==> config.mk <==
export PLATFORM = sky130hd
export DESIGN_NAME = ffea_ctrl
export DESIGN_NICKNAME = d
export VERILOG_FILES = /design/src/rtl/core/ffea_pkg.sv /design/src/rtl/core/ffea_ctrl.sv
export SDC_FILE = /design/constraint.sdc
export NUM_CORES = 1
export LEC_CHECK = 0
export BUFFER_PORTS_ARGS = -buffer_cell sky130_fd_sc_hd__buf_4
export CORE_MARGIN = 5
export CORE_UTILIZATION = 47
export DETAILED_ROUTE_END_ITERATION = 6
export PLACE_DENSITY = 0.73
export SYNTH_ARGS = -nofsm -noshare
export SYNTH_HDL_FRONTEND = slang
export SYNTH_SLANG_ARGS = --single-unit
==> constraint.sdc <==
create_clock -name clk -period 2.48 [get_ports clk]
set_input_delay 0.248 -clock clk [delete_from_list [all_inputs] [get_ports clk]]
set_output_delay 0.248 -clock clk [all_outputs]
set_load 0.01 [all_outputs]
==> src/rtl/core/ffea_pkg.sv <==
package ffea_pkg;

    localparam int unsigned DATA_W = 32;

    localparam int unsigned DEF_FREE_SLOTS    = 16;
    localparam int unsigned DEF_USED_SLOTS    = 16;
    localparam int unsigned DEF_HEADER_BYTES  = 8;
    localparam int unsigned DEF_CONTROL_BYTES = 8;

    localparam logic [1:0] CMD_ALLOC = 2'd0;
    localparam logic [1:0] CMD_FREE  = 2'd1;
    localparam logic [1:0] CMD_INIT  = 2'd2;

    localparam logic [2:0] ST_OK      = 3'd0;
    localparam logic [2:0] ST_NOFIT   = 3'd1;
    localparam logic [2:0] ST_BADADDR = 3'd2;
    localparam logic [2:0] ST_FULL    = 3'd3;
    localparam logic [2:0] ST_SMALL   = 3'd4;

    localparam logic REG_BASE  = 1'b0;
    localparam logic REG_BYTES = 1'b1;

    // datapath micro-operations issued by the controller
    typedef enum logic [4:0] {
        OP_IDLE,
        OP_LOAD,
        OP_INIT,
        OP_IDX_INC,
        OP_U_INC,
        OP_SET_NOFIT,
        OP_SET_FULL,
        OP_SET_BAD,
        OP_HOLD_FREE,
        OP_ALLOC,
        OP_HOLD_USED,
        OP_PREV_STEP,
        OP_HOLD_NEXT,
        OP_MERGE,
        OP_SHIFT_DN,
        OP_SHIFT_UP,
        OP_INS_PUT,
        OP_CNT_DEC,
        OP_PUT
    } dp_op_t;

    typedef struct packed {
        logic [1:0] cmd;
        logic       ua_small;
        logic       at_end;
        logic       fit;
        logic       rem_small;
        logic       u_end;
        logic       u_free;
        logic       u_match;
        logic       bad_bnd;
        logic       stop;
        logic       mprev;
        logic       mnext;
        logic       rm_last;
        logic       at_ins;
        logic       cnt_full;
        logic       out_busy;
    } dp_stat_t;

endpackage

==> src/rtl/core/ffea_ctrl.sv <==
module ffea_ctrl import ffea_pkg::*; (
    input  logic     clk,
    input  logic     rst_n,
    input  logic     in_valid,
    output logic     in_ready,
    input  dp_stat_t stat,
    output dp_op_t   op
);

    typedef enum logic [18:0] {
        S_IDLE     = 19'h00001,
        S_DISPATCH = 19'h00002,
        S_INIT     = 19'h00004,
        S_FA_RD    = 19'h00008,
        S_FA_EV    = 19'h00010,
        S_UA_SCAN  = 19'h00020,
        S_RM_CHK   = 19'h00040,
        S_RM_RD    = 19'h00080,
        S_RM_WR    = 19'h00100,
        S_UF_RD    = 19'h00200,
        S_UF_EV    = 19'h00400,
        S_UF_BND   = 19'h00800,
        S_FF_RD    = 19'h01000,
        S_FF_EV    = 19'h02000,
        S_FF_DEC   = 19'h04000,
        S_INS_RD   = 19'h08000,
        S_INS_WR   = 19'h10000,
        S_INS_PUT  = 19'h20000,
        S_PUT      = 19'h40000
    } state_t;

    state_t state_reg, state_next;

    assign in_ready = state_reg == S_IDLE;

    always_comb
    begin
        state_next = state_reg;
        op         = OP_IDLE;
        unique case (state_reg)
            S_IDLE:
                if (in_valid)
                begin
                    op         = OP_LOAD;
                    state_next = S_DISPATCH;
                end
            S_DISPATCH:
                case (stat.cmd)
                    CMD_ALLOC:
                        state_next = S_FA_RD;
                    CMD_FREE:
                        if (stat.ua_small)
                        begin
                            op         = OP_SET_BAD;
                            state_next = S_PUT;
                        end
                        else
                            state_next = S_UF_RD;
                    CMD_INIT:
                        state_next = S_INIT;
                    default:
                        state_next = S_PUT;
                endcase
            S_INIT:
            begin
                op         = OP_INIT;
                state_next = S_PUT;
            end
            S_FA_RD:
                state_next = S_FA_EV;
            S_FA_EV:
                if (stat.at_end)
                begin
                    op         = OP_SET_NOFIT;
                    state_next = S_PUT;
                end
                else if (stat.fit)
                begin
                    op         = OP_HOLD_FREE;
                    state_next = S_UA_SCAN;
                end
                else
                begin
                    op         = OP_IDX_INC;
                    state_next = S_FA_RD;
                end
            S_UA_SCAN:
                if (stat.u_end)
                begin
                    op         = OP_SET_FULL;
                    state_next = S_PUT;
                end
                else if (stat.u_free)
                begin
                    op         = OP_ALLOC;
                    state_next = stat.rem_small ? S_RM_CHK : S_PUT;
                end
                else
                    op = OP_U_INC;
            // close the gap left by a removed entry, one move per pass
            S_RM_CHK:
                if (stat.rm_last)
                begin
                    op         = OP_CNT_DEC;
                    state_next = S_PUT;
                end
                else
                begin
                    op         = OP_IDX_INC;
                    state_next = S_RM_RD;
                end
            S_RM_RD:
                state_next = S_RM_WR;
            S_RM_WR:
            begin
                op         = OP_SHIFT_DN;
                state_next = S_RM_CHK;
            end
            S_UF_RD:
                state_next = S_UF_EV;
            S_UF_EV:
                if (stat.u_end)
                begin
                    op         = OP_SET_BAD;
                    state_next = S_PUT;
                end
                else if (stat.u_match)
                begin
                    op         = OP_HOLD_USED;
                    state_next = S_UF_BND;
                end
                else
                begin
                    op         = OP_U_INC;
                    state_next = S_UF_RD;
                end
            S_UF_BND:
                if (stat.bad_bnd)
                begin
                    op         = OP_SET_BAD;
                    state_next = S_PUT;
                end
                else
                    state_next = S_FF_RD;
            S_FF_RD:
                state_next = S_FF_EV;
            S_FF_EV:
                if (stat.stop)
                begin
                    op         = OP_HOLD_NEXT;
                    state_next = S_FF_DEC;
                end
                else
                begin
                    op         = OP_PREV_STEP;
                    state_next = S_FF_RD;
                end
            S_FF_DEC:
                if (!stat.mprev && !stat.mnext && stat.cnt_full)
                begin
                    op         = OP_SET_FULL;
                    state_next = S_PUT;
                end
                else
                begin
                    op = OP_MERGE;
                    if (stat.mprev && stat.mnext)
                        state_next = S_RM_CHK;
                    else if (stat.mprev || stat.mnext)
                        state_next = S_PUT;
                    else if (stat.at_end)
                        state_next = S_INS_PUT;
                    else
                        state_next = S_INS_RD;
                end
            // open a slot by moving entries up from the tail
            S_INS_RD:
                state_next = S_INS_WR;
            S_INS_WR:
            begin
                op         = OP_SHIFT_UP;
                state_next = stat.at_ins ? S_INS_PUT : S_INS_RD;
            end
            S_INS_PUT:
            begin
                op         = OP_INS_PUT;
                state_next = S_PUT;
            end
            S_PUT:
                if (!stat.out_busy)
                begin
                    op         = OP_PUT;
                    state_next = S_IDLE;
                end
            default:
                state_next = S_IDLE;
        endcase
    end

    always_ff @(posedge clk or negedge rst_n)
    begin
        if (!rst_n)
            state_reg <= S_IDLE;
        else
            state_reg <= state_next;
    end

endmodule

## Word level (Yosys, flattened, before mapping)

Index checks and enable logic that the tools add are counted.

| word-level totals | value |
|---|---|
| bits in writable memories | 0 |
| memories kept | 0 |
| bits in latches | 0 |
| bits in read-only memories | 0 |
| input port bits | 20 |
| flip-flop bits (word level) | 19 |

| operators by class | value |
|---|---|
| shift-type cells | 0 |
| multiplexer cells | 35 |
| $mul | 0 |
| equal/unequal tests | 24 |
| bitwise gates (word level) | 0 |
| reductions and logical operators | 9 |
| add/subtract/negate cells | 0 |
| order comparisons | 0 |
| div/mod/pow operators | 0 |

Operator list:

| kind | number |
|---|---|
| $pmux W19 S18 | 1 |
| $mux W19 | 13 |
| $pmux W5 S14 | 1 |
| $pmux W19 S3 | 1 |
| $mux W18 | 2 |
| $mux W4 | 7 |
| $eq A19 B1 Y1 const B | 1 |
| $eq A19 B10 Y1 const B | 1 |
| $eq A19 B11 Y1 const B | 1 |
| $eq A19 B12 Y1 const B | 1 |
| $eq A19 B13 Y1 const B | 1 |
| $eq A19 B14 Y1 const B | 1 |
| $eq A19 B15 Y1 const B | 1 |
| $eq A19 B16 Y1 const B | 1 |
| $eq A19 B17 Y1 const B | 1 |
| $eq A19 B18 Y1 const B | 1 |
| $eq A19 B19 Y1 const B | 1 |
| $eq A19 B2 Y1 const B | 1 |
| $eq A19 B3 Y1 const B | 1 |
| $eq A19 B4 Y1 const B | 1 |
| $eq A19 B5 Y1 const B | 1 |
| $eq A19 B6 Y1 const B | 1 |
| $eq A19 B7 Y1 const B | 1 |
| $eq A19 B8 Y1 const B | 1 |
| 17 further kinds | 25 |

## Longest topological paths before layout

| depth | value |
|---|---|
| word-level depth | 5 |
| mapped depth | 7 |
| gate-level depth less buffers | 6 |

## Worst setup path after synthesis

Ideal clock, no wire load.

| path | value |
|---|---|
| kind | register to output |
| start point | register state_reg[12] |
| end point | output port op[3] |
| path slack | 183 ps |
| stages on the path, launching flop included | 8 |
| data required time | 2232 ps |
| data arrival time | 2049 ps |
| cells stage by stage | dfrtp_1 -> buf_6 -> or4_4 -> nor4_4 -> nand4b_4 -> nor2_1 -> a221oi_1 -> or4b_2 |

| on the way | value |
|---|---|
| longest elaborated chain between the ends | 2 |
| elaborated cells between the ends (all ways) | 15 |
| classes of those cells | eq/ne (14); mux (1) |

RTL lines:

| what | RTL line | RTL |
|---|---|---|
| start: declaration | ffea_ctrl.sv:32 | `state_t state_reg, state_next;` |
| start signal: assignment | ffea_ctrl.sv:205 | `state_reg <= state_next;` |
| $eq A19 B19 Y1, or another cell as far along | ffea_ctrl.sv:40 | `unique case (state_reg)` |
| $pmux W5 S14 * | ffea_ctrl.sv:40 |  |
| end: declaration | ffea_ctrl.sv:7 | `output dp_op_t op` |

Mark *: on every way between the ends. The rest lies on a longest branch, timed or not.

## Worst setup path in the final report

| path | value |
|---|---|
| start point | register state_reg[0] |
| end point | output port op[3] |

Same word-level chain as after synthesis.

==> impl_results.md <==
- Port buffer count: 25
- Failing checks: negative setup slack
- RSZ-0062 raised after global routing: true
- Slew headroom: approximately three fifths
- CTS buffer count: 3
- Post-synthesis instance area: around 1500 um2
- Crit path arrival time: roughly 2.4 ns
- Mean cell area of the mapped netlist: roughly 8.8 um2
- Tot GR Track Use: 25.5%
- Post-synth EDFFs: 0
- Slowest CP cell: or4b_2
- Syn Inst Count: 164
- Ys async rst share: 100%
- Setup WS pre-CTS: -0.00846 ns
- Max Fclk: about 370 MHz
- Worst Skew: about 0.011 ns
- #FFs+latches synth: 19
- R2R setup slack: -0.05 ns
- Worst Slack Setup Final: -0.210 ns
- Critical Path, Cell by Cell: nor4_1, buf_4, nand4_1, nor2_1, a221oi_2, or4b_2, buf_4
- First-pass GRT wire length: between 8000 and 9000 um
- Seq/Total Area, Yosys: around 33%
- H-Tree Level Count: 1
- Die footprint: around 4300 um2
- CP top delay family: simple AND/OR/NAND/NOR gates
- DIE WIDTH: roughly 66 um
- Commonest non-fill, non-tap cell in the layout: buf_4
- Worst vdd ir: around 280 uV
- Post-synthesis cell type count: 50
- Core ar.: between 3000 and 4000 um2
- Layout cells sized above 1: approximately 43%
- CP Capture Type: primary output
- Clk_lat worst skew: 0.31 ns
- Detail Route Antenna Nets: 0
- Clock Root Buffer: clkbuf_4
- Max-cap violations: 0
- DRC viols: 0
- IO Count: 26
- Final Hold Vio Count: 0
- Syn Nets: ~180
- Finish-stage setup viols: 6
- Most common flop cell mapped by yosys: dfrtp_1
- Syn. warnings: 0
- Fin util: 69.8%
- Fin nets: roughly 250
- Largest net degree at the start of global routing: 20
- Worst Path Required: 2.23 ns
- Most repeated library cell on the critical path: buf_4
- Initial antenna violation count: 0
- Maximum buffer depth of the clock tree: 2
- Mux share of post-synthesis cell area: 0%
- Compound-Gate Fraction of Synth Area: between 15 and 20%
- Tcrit/Tclk final: 108%
- DP HPWL: approximately 3900 um
- Leak: approximately 0.00094 uW
- Filler cells: 250
- Critical Path Source Type: register
- P&R area growth vs syn: 44.4%
- Synth Area in Adders: 0%
- Least-Margin Pin Slew: between 0.5 and 0.6 ns
- Levels on crit path: 7
- Max Slew Vio Count: 0
- Drt total wl: just under 5000 um
- Combinational family with the most area after synthesis: simple AND/OR/NAND/NOR gates
- TritonRoute pass-1 iters: 4
- Die Span Y: roughly 66 um
- Overflow after GRT: 0
- Fin Hold WS: between 0.1 and 0.15 ns
- TNS Setup: -0.798 ns
- Hold path endpoint: state_reg[12]
- Initial Utilization: 48.3%
- Post-synthesis simple-gate area fraction: 45.5%
- Tmin final: roughly 2.7 ns
- FF-to-FF path depth: 9
- Hold Path Cell Cnt: 2
- Reg2reg start: state_reg[9]
- CP max stage delay: between 0.6 and 0.7 ns
- RePlAce Congestion: roughly 0.96
- Commonest cells after routing, fill and taps aside: 60 x buf_4, 17 x dfrtp_1, 15 x nor2_1
- Max reg flops: 19
- HP Start: stat[7]
- Worst path bufs/invs: 2
- # rows: 20
- Synth Area in XOR/XNOR: 1.21%
- Clock sink total: 19
- DRT iter0 DRCs: 88
- Via/cell ratio: 6.28
- Vias in the first global route: between 1500 and 2000
- CTS tree: built
- Pwr per Cell Area: between 500 and 600 nW/um2
- WL per Instance: about 19 um
- Number of inserted diodes: 0
- Max FO, Critical Path: 4
- Worst hold path class: primary input to register
- Final Power: around 1200 uW
- Clock-pin slew on the worst setup and hold paths: roughly 0.12 ns
- CP Class: register to primary output
- Outcome: finished, violations left
- Vias after detailed routing: 1652
- Reg2Reg Capture Point: state_reg[0]
-- worst register-to-register path: stages (launching register included) --
cell and delay [ns]:
dfrtp_1 0.39, or4_4 0.60, nor4_4 0.41, nand4b_4 0.16, buf_6 0.16, buf_6 0.11, buf_6 0.10, o311ai_4 0.31
or4_1 0.16, o21ai_1 0.07
-- cell type report --
cell class	count	area, um2	area share (%)
well taps	33	41.3	1.97
flip-flops and latches	19	478	22.8
multi-input cells	137	1020	48.9
inverters	5	18.8	0.896
clock inverters	1	5.00	0.239
clock buffers	3	22.5	1.07
repair buffers	65	505	24.1
-- worst max-delay path by stage --
stage / start / endpoint / slack (ns)
final: state_reg[0] / op[3] / -0.21
after global routing: state_reg[9] / op[3] / -0.31
after floorplan: state_reg[12] / op[3] / 0.18
after global placement: state_reg[0] / op[3] / 0.03
after detailed placement: state_reg[0] / op[3] / -0.008
after CTS: state_reg[0] / op[2] / -0.20
-- cells in the mapped netlist, drive strengths merged (2+ instances only) --
cell type   n  area [um2]
nor4       13         118
a32o        2        20.0
a21oi       5        28.8
a21o        2        15.0
buf         2        16.3
nand4       8        50.1
nor3       15        80.1
or4b        3        30.0
nand2       9        33.8
inv         5        18.8
nand3       5        25.0
o22ai       2        12.5
o21ai       6        30.0
nor2       18        67.6
nand4b      3        41.3
nand2b      8        50.1
o32ai       2        17.5
o2bb2ai     2        17.5
and4        2        17.5
a2111oi     2        17.5
or4         7        56.3
dfrtp      18         450
and2        3        18.8
nor4b       4        35.0
-- layer usage --
metal | GRT usage, % | share of wire [%] | wire (um)
met2 | 42.2 | 48 | 2380
met3 | 4.27 | 6.8 | 339
met4 | 10.9 | 3.0 | 148
met1 | 32.6 | 42 | 2100
met5 | 0 | 0 | 0
-- report_power, final --
part	switching [uW]	leakage (uW)	internal (uW)	total (uW)
sequential	18.6	0.000259	339	358
combinational	371	0.000661	343	714
clock	105	0.0000177	60.2	165
total	495	0.000938	742	1240
-- stage by stage --
stage          cell area (um2)  cells
5_1_grt                   2100    263
3_3_place_gp              1880    248
6_report                  2100    263
3_5_place_dp              1880    248
4_1_cts                   2050    260
2_1_floorplan             1450    164
-- kinds of logic after synthesis --
kind of cell | Yosys count
buffers and inverters | 8
XOR/XNOR | 2
flip-flops | 19
AND/OR/NAND/NOR | 103
AO/OA/AOI/OAI | 32
-- timing repair --
action                     CTS  global route
hold buffers                 1             0
setup endpoints to repair    5             7
setup buffers                7             3
resized for setup           18             8
hold endpoints to repair    18             0
pin swaps                    8             7
Note: power is estimated with default switching activity, not from simulation.
